`config.mk`:
```
export PLATFORM = sky130hd
export DESIGN_NAME = swmm_ram
export DESIGN_NICKNAME = d
export VERILOG_FILES = /design/src/sv/swmm_ram.sv
export SDC_FILE = /design/constraint.sdc
export NUM_CORES = 1
export LEC_CHECK = 0
export BUFFER_PORTS_ARGS = -buffer_cell sky130_fd_sc_hd__buf_4
export CAP_MARGIN = 20
export CORE_MARGIN = 4
export CORE_UTILIZATION = 30
export CTS_CLUSTER_DIAMETER = 100
export DETAILED_ROUTE_END_ITERATION = 8
export PLACE_DENSITY = 0.42
export SLEW_MARGIN = 15
export SYNTH_ARGS = -nofsm -noshare
export SYNTH_HDL_FRONTEND = slang
export SYNTH_SLANG_ARGS = --single-unit
```
`constraint.sdc`:
```
create_clock -name clk -period 3.2 [get_ports clk]
set_input_delay 0.48 -clock clk [delete_from_list [all_inputs] [get_ports clk]]
set_output_delay 0.48 -clock clk [all_outputs]
set_load 0.01 [all_outputs]
```
`src/sv/swmm_ram.sv`:
```
// Generic single write port, single read port RAM with registered read.
// No dependencies.
module swmm_ram #(
  parameter int WIDTH = 16,
  parameter int DEPTH = 64
) (
  input  logic                     clk,
  input  logic                     we,
  input  logic [$clog2(DEPTH)-1:0] waddr,
  input  logic [WIDTH-1:0]         wdata,
  input  logic [$clog2(DEPTH)-1:0] raddr,
  output logic [WIDTH-1:0]         rdata
);

  logic [WIDTH-1:0] mem [DEPTH];

  always_ff @(posedge clk) begin
    if (we) begin
      mem[waddr] <= wdata;
    end
    rdata <= mem[raddr];
  end

endmodule

```
==> metrics <==
top cells by area, synth=edfxtp_1 77%, mux4_2 12%, mux2i_1 2.1%; final setup fails=0; initial core utilization=0.303; Hold Path Sink=mem[26][14]; outcome=complete, no violations; pwr/cell area=620 nW/um2; DIE AREA=139000 um2; flops & latches, synth=1040; H-tree depth=3; Worst slew margin=0.374; RSZ-0062 raised after global routing=no; row cnt=133; WL final=111000 um; # clock sinks=1040; number of global-route vias before repair=20.0k; Critical R2R Launch=mem[11][0]; Worst-path clk slew=0.06 ns; Final #Nets=2073; largest net degree at the start of global routing=65; leakage dissipation=0.0148 uW; DRT Pass-1 Iters=5; Req. time, crit path=3.73 ns; Synth Warn #=0; area of the mapped netlist=40000 um2; Clock Skew=0.0233 ns; worst slew pin tran=0.939 ns; total I/O pin count=46; mean post-synth cell area=21.9 um2; placer congestion estimate=0.742; chip height=373 um; PnR worst setup slack=0.606 ns; core box area=132000 um2; Via density=4.93; asr flop ratio synth=0; Final Cycle Share=0.811; Wirelength per Cell=28.6 um; ys flop type=edfxtp_1; hold buffer count at CTS=0; initial antenna violation count=15; Register-to-Register Path Depth=6; dpl cells=3687; IR drop worst, VDD=0.000384 V; Worst setup EP type=register; number of synthesized flops with an enable pin=1024; Die Wd=373 um; final hold vios=0; CTS tree=yes; crit start category=primary input; Layout area overhead=16.9%; postcts setup bufs=0; clock latency at the later pin of the worst-skew pair=0.68 ns; R2R Setup Slk=0.69 ns; hold path start=wdata[14]; Arr. time, crit path=3.13 ns; final non-filler cell total=3890; cell count after synthesis=1829; fraction of layout cells with a size suffix above 1=0.288; GRT Residual Overflow=0; pre-CTS WS=-0.116 ns; hold slack=0.362 ns; syn nets=1859; worst r2r dst=rdata[0]; hold depth=1; area leader, netlist=edfxtp_1; fin util=0.355; HPWL Detailed=67200 um; PortBufs=45; clock root cell=clkbuf_16; cts repair resizes=0; share of the synthesized area in the top cell type=0.768; worst hold path class=in -> reg; fmax=386 MHz; post-synth cell types=43; DR vias=19.2k; Antenna Nets Post-Route=0; min Tclk post-route=2.59 ns; first-pass GRT wire length=158000 um; Crit Path Max Fanout=20; TritonCTS buffer count=109; Iteration-0 DRC Markers=1669; maxcap violations=0; Slew Limit Fails=0; number of remaining DRC errors=0; WS Path Type=in -> reg; Max clock buf depth=3; sequential area share after synthesis=0.776; gr usage total=0.158
[cells by family (layout without fill, tap and decap cells)]
logic type / after synthesis / in the layout / synth area share
DFF: 1040 / 1040 / 0.776
muxes: 336 / 336 / 0.155
and+or+nand+nor: 220 / 220 / 0.0265
AOI/OAI and AO/OA: 129 / 129 / 0.0241
buffers and inverters: 104 / 404 / 0.0183
other: 0 / 6 / 0
[metrics by stage]
stage / cell area (um2) / total power [uW] / setup TNS, ns
3_5_place_dp: 43300 / 17000 / -0.116
4_1_cts: 46800 / 29400 / 0
5_1_grt: 46800 / 30100 / 0
2_1_floorplan: 40000 / 16200 / 0
3_3_place_gp: 43300 / 17000 / -0.136
6_report: 46800 / 29000 / 0
[layout make-up]
class | count | area [um2]
tap | 1755 | 2200
clock inverter | 54 | 457
fill | 12200 | 85100
multi-input combinational | 685 | 8250
antenna | 6 | 15.0
timing repair buffer | 207 | 1820
sequential | 1040 | 31100
clock buffer | 143 | 3010
[cell usage after synthesis, drive strengths merged (12+ instances only)]
library cell	count
mux2	27
mux4	224
nand3	24
nand2	60
nand4	12
mux2i	85
clkbuf	27
dfxtp	16
buf	77
a221oi	16
nor2	74
a22oi	39
a21oi	17
nor2b	30
edfxtp	1024
[how the worst max path moves through the flow]
stage,end,cells past startpoint,from,slack [ns]
6_report,rdata[0],8,raddr[0],0.61
5_1_grt,rdata[0],9,raddr[0],0.56
2_1_floorplan,mem[48][0],4,waddr[3],0.69
4_1_cts,rdata[0],8,raddr[0],0.62
3_5_place_dp,rdata[0],8,raddr[0],-0.12
3_3_place_gp,rdata[0],9,raddr[0],-0.14
[power breakdown]
| part | internal, uW | total, uW | switching, uW |
|---|---|---|---|
| logic | 577 | 1540 | 962 |
| clock network | 7210 | 12300 | 5130 |
| registers | 15100 | 15100 | 61.0 |
| total | 22900 | 29000 | 6150 |
[worst max-delay path, stage by stage]
cell,delay [ns]
buf_8,0.30
buf_12,0.25
mux4_2,0.51
nor2b_1,0.14
a211o_1,0.37
a31oi_1,0.76
buf_4,0.23
a311oi_1,0.04
[metal layers]
layer	part of all wire	global-route usage
met5	0.00014	0
met1	0.43	0.215
met4	0.019	0.0339
met3	0.051	0.0305
met2	0.50	0.263
[layout by cell type, fill, tap and decap left out, types with 24 or more instances in the layout]
| master | n |
|---|---|
| mux4_2 | 220 |
| nor2_1 | 71 |
| nand3_1 | 24 |
| clkbuf_16 | 113 |
| mux2_2 | 27 |
| a22oi_1 | 39 |
| edfxtp_1 | 1024 |
| mux2i_1 | 85 |
| nand2_1 | 59 |
| nor2b_1 | 30 |
| buf_4 | 184 |
| clkinv_1 | 24 |
[state kept, by name, indices dropped and copies added (netlist names)]
register	cells
mem	1024
rdata	16
Power figures use the tool's default switching activity.
