## config.mk

```make
export PLATFORM = sky130hd
export DESIGN_NAME = swmm_extreme
export DESIGN_NICKNAME = d
export VERILOG_FILES = /design/src/sv/swmm_pkg.sv /design/src/sv/swmm_extreme.sv
export SDC_FILE = /design/constraint.sdc
export NUM_CORES = 1
export LEC_CHECK = 0
export BUFFER_PORTS_ARGS = -buffer_cell sky130_fd_sc_hd__buf_2
export CAP_MARGIN = 20
export CORE_MARGIN = 5
export CORE_UTILIZATION = 51
export DETAILED_ROUTE_END_ITERATION = 7
export GPL_ROUTABILITY_DRIVEN = 0
export GPL_TIMING_DRIVEN = 0
export PLACE_DENSITY = 0.91
export SLEW_MARGIN = 20
export SYNTH_ARGS = -nofsm -noshare
export SYNTH_HDL_FRONTEND = slang
export SYNTH_SLANG_ARGS = --single-unit
export TNS_END_PERCENT = 100
```

## constraint.sdc

```tcl
create_clock -name clk -period 5.75 [get_ports clk]
set_input_delay 0.575 -clock clk [delete_from_list [all_inputs] [get_ports clk]]
set_output_delay 0.575 -clock clk [all_outputs]
set_load 0.03 [all_outputs]
```

## src/sv/swmm_pkg.sv

```systemverilog
// Shared types and constants of the sliding window min/max block.
// Used by the core, the tracker and the testbench; depends on nothing.
package swmm_pkg;

  localparam int TIME_BITS      = 48;
  localparam int SAMPLE_BITS    = 16;
  localparam int WLEN_BITS      = 7;
  localparam int CFG_INDEX_BITS = 4;
  localparam int CFG_DATA_BITS  = 7;

  // Register indexes on the configuration port
  localparam logic [CFG_INDEX_BITS-1:0] REG_WINDOW_LEN   = 4'd0;
  localparam logic [CFG_INDEX_BITS-1:0] REG_DUAL_CHANNEL = 4'd1;

  // Window length reset value, shortest window and chart ready threshold
  localparam logic [WLEN_BITS-1:0] WLEN_RESET  = 7'd64;
  localparam int                   WLEN_MIN    = 3;
  localparam int                   READY_ABOVE = 2;

  typedef logic signed [SAMPLE_BITS-1:0] sample_t;

  typedef struct packed {
    logic [TIME_BITS-1:0] timestamp;
    sample_t              sample_a;
    sample_t              sample_b;
  } in_item_t;

  typedef struct packed {
    sample_t              min_a;
    sample_t              max_a;
    sample_t              min_b;
    sample_t              max_b;
    logic [TIME_BITS-1:0] oldest_time;
    logic [TIME_BITS-1:0] newest_time;
    logic [WLEN_BITS-1:0] fill_count;
    logic                 chart_ready;
  } out_item_t;

  // Operations on one extreme tracker
  typedef enum logic [2:0] {
    TRK_HOLD,
    TRK_RESTART,    // position back to zero, no rescan pending
    TRK_LOAD,       // take the candidate unconditionally
    TRK_BETTER,     // take the candidate if strictly better
    TRK_SLIDE,      // window slides: mark stale if evicted, else as TRK_BETTER
    TRK_SCAN_FIRST, // first entry of a rescan, taken if stale
    TRK_SCAN_NEXT,  // later rescan entry, taken if stale and strictly better
    TRK_SETTLE      // rescan finished
  } trk_op_t;

endpackage

```

## src/sv/swmm_extreme.sv

```systemverilog
// Tracker for one extreme (minimum or maximum) of one channel: cached value,
// its slot in the ring buffer and a pending rescan flag. Depends on swmm_pkg.
module swmm_extreme import swmm_pkg::*; #(
  parameter int AW       = 6,
  parameter bit WANT_MAX = 1'b0
) (
  input  logic          clk,
  input  logic          rst,
  input  trk_op_t       op,
  input  sample_t       cand,
  input  logic [AW-1:0] cand_pos,
  input  logic [AW-1:0] evict_pos,
  output sample_t       val,
  output logic [AW-1:0] pos,
  output logic          stale
);

  logic better;

  // Strict comparison: ties keep the earlier entry
  assign better = WANT_MAX ? (cand > val) : (cand < val);

  always_ff @(posedge clk) begin
    if (rst) begin
      pos   <= '0;
      stale <= 1'b0;
    end else begin
      case (op)
        TRK_RESTART: begin
          pos   <= '0;
          stale <= 1'b0;
        end
        TRK_LOAD: begin
          val   <= cand;
          pos   <= cand_pos;
          stale <= 1'b0;
        end
        TRK_BETTER: begin
          if (better) begin
            val <= cand;
            pos <= cand_pos;
          end
        end
        TRK_SLIDE: begin
          if (pos == evict_pos) begin
            stale <= 1'b1;
          end else if (better) begin
            val <= cand;
            pos <= cand_pos;
          end
        end
        TRK_SCAN_FIRST: begin
          if (stale) begin
            val <= cand;
            pos <= cand_pos;
          end
        end
        TRK_SCAN_NEXT: begin
          if (stale && better) begin
            val <= cand;
            pos <= cand_pos;
          end
        end
        TRK_SETTLE: begin
          stale <= 1'b0;
        end
        default: begin
        end
      endcase
    end
  end

endmodule

```

==> impl_metrics.py <==
metrics = {
    "timing": {
        "fin_crit_sh": 0.5422,
        "worst_slew_pin_slew_ps": 771.6,
        "max_freq_ghz": 0.3207,
        "hold_viol": 0,
        "setup_viol_count_final": 0,
        "maxSlewViolCount": 0,
        "fin_setup_tns_ps": 0,
        "slew_headroom": 0.4817,
        "finalWorstSetupSlack_ps": 2632,
        "rsz0062_at_grt": "no",
        "fin_worst_skew_ps": 1.780,
        "min_period_ps": 3118,
    },
    "synthesis": {
        "synth_nets": 173,
        "ys.warnings.count": 0,
        "syn_area_per_cell_um2": 10.94,
        "synthCells": 125,
        "synth_most_common_cell": "inv_1",
        "syn_area_um2": 1368,
        "async_flop_share": 0,
        "synth_area_leaders": "edfxtp_1 (35%), ha_1 (14%), dfxtp_1 (10%)",
        "synth-seq-cells": 23,
        "synthFlopType": "edfxtp_1",
        "synth_edf_count": 16,
        "yosys.area.top_type": "edfxtp_1",
        "yosysUniqueCellTypes": 34,
        "yosysTopAreaCellShare": 0.3513,
        "synth_common_cells": "inv_1 (18), edfxtp_1 (16), ha_1 (15), nand2_1 (9), dfxtp_1 (7)",
        "ys_seq_area_frac": 0.4538,
    },
    "setup_path": {
        "required_ps": 5790,
        "crit_arrival_ps": 3150,
        "start_kind": "register",
        "worst-path-max-fanout": 7,
        "end_kind": "register",
        "crit_type": "register to register",
    },
    "floorplan": {
        "ioPinCount": 56,
        "dieWidth_um": 61.79,
        "start_util": 0.5422,
        "row_count": 18,
        "die_y_um": 61.79,
        "coreArea_um2": 2522,
        "dieArea_um2": 3817,
    },
    "route": {
        "ant_nets": 0,
        "wirelength_mm": 3.154,
        "firstDrtPassIters": 4,
        "wl_per_cell_um": 14.67,
        "via_per_inst": 5.302,
        "vias": 1140,
        "drc": 0,
        "drt_iter0_drc": 28,
    },
    "grt": {
        "antenna_found_initial": 0,
        "grt_pass1_vias": 1234,
        "grt_pass1_wl_mm": 5.064,
        "met2_usage": 0.3468,
        "grt_start_max_net_pins": 13,
        "met1_usage": 0.1772,
        "grtUsageTotal": 0.1771,
        "grt-ovfl-total": 0,
        "gr-usage-met3": 0.04545,
        "top_usage_layer": "met2",
    },
    "clock_network": {
        "cts-resized-gates": 0,
        "postCtsSetupRepairBufs": 0,
        "clk_pin_slew_ps": 120,
        "cts_tree": "built",
        "cts_hold_repair.buffers": 0,
        "cts_htree_levels": 1,
        "cts-root-buf": "clkbuf_4",
        "insertion_delay_ps": 310,
        "cts.sinks": 23,
        "clockBufferDepth": 2,
        "numCtsBuffers": 3,
    },
    "placed_design": {
        "io_buffers": 54,
        "dp.final_hpwl_mm": 2.685,
        "placed_cell_area_um2": 1695,
        "place_ws_ps": 2296,
    },
    "final_layout": {
        "diodes": 0,
        "design_area_um2": 1722,
        "syn_to_final_growth_pct": 25.89,
        "nets": 234,
        "drive_above_1_share": 0.3730,
        "fillerInstances": 201,
    },
    "job": {
        "cap_violations": 0,
    },
    "status": {
        "status": "finished clean",
    },
    "power_and_ir_drop": {
        "leakagePower_nw": 0.8527,
        "p_per_area_nw_per_um2": 217.3,
        "vdd_drop_max_uv": 161.2,
    },
    "hold_path": {
        "hold_path.class": "primary input to register",
    },
}
[final timing paths]
check	from	end	slack [ps]	depth (start not counted)
min	cand[9]	val[9]$_DFFE_PP_	450	1
min reg2reg	stale$_SDFFE_PP0P_	stale$_SDFFE_PP0P_	500	2
max	val[15]$_DFFE_PP_	val[0]$_DFFE_PP_	2630	10
max reg2reg	val[15]$_DFFE_PP_	val[0]$_DFFE_PP_	2630	10
[per-layer routing]
layer	up-vias	routed length (um)
met2	43	1643
met4	0	22
li1	566	-
met5	-	0
met3	4	279
met1	527	1208
[where the power goes]
part / switching, W / internal (W)
clock: 0.0000479 / 0.0000271
sequential: 0.00000574 / 0.000189
combinational: 0.0000620 / 0.0000425
[worst max-delay path, cell delays in order (launching register included)]
cell and delay [ps]:
edfxtp_1 370, inv_1 50, ha_1 350, nand4_2 130
or3_1 370, o41a_1 370, a21oi_1 150, and3b_4 230
nor3b_2 400, buf_4 250, buf_4 170
[area by class of cell]
cell class              instances  area, um^2  area share
clock buffers                   4       26.28     0.01526
flip-flops and latches         23       620.6      0.3605
multi-input cells              83       679.4      0.3946
repair buffers                 56       285.3      0.1657
well taps                      30       37.54     0.02180
plain buffers                   1       5.005    0.002907
inverters                      18       67.56     0.03924
[metrics by stage]
stage,total power (W),hold slack [ps],instances,util
3_3_place_gp,0.0002962,474.9,209,0.6642
4_1_cts,0.0003759,450.3,215,0.6825
5_1_grt,0.0003935,439.0,215,0.6825
3_5_place_dp,0.0003040,479.1,211,0.6721
6_report,0.0003741,451.4,215,0.6825
2_1_floorplan,0.0002664,594.3,125,-
[cells in the final DEF, fill, tap and decap left out, drive strengths merged, types with 2 or more instances in the layout]
master  Yosys  final
a21oi       5      5
buf         0     56
nand3       2      2
nand4       3      3
or2b        6      6
mux2i       6      6
o21ai       4      4
nor3        5      5
xor2        6      6
nand2       9      9
inv        18     18
edfxtp     16     16
clkbuf      1      5
dfxtp       7      7
ha         15     15
nor2        5      5
[state kept, by name, indices dropped and copies added, names as in the netlist]
signal and cells:
pos 6, stale 1, val 16
[logic make-up (layout without fill, tap and decap cells)]
group           count (synthesis)  in the layout  synth area share
xor+xnor                        7              7           0.04483
compound gates                 18             18           0.09882
fa+ha+maj                      15             15            0.1372
mux                             7              7           0.05215
simple gates                   36             36            0.1601
flops                          23             23            0.4538
buf+inv                        19             79           0.05306
(Power assumes the default switching activity.)
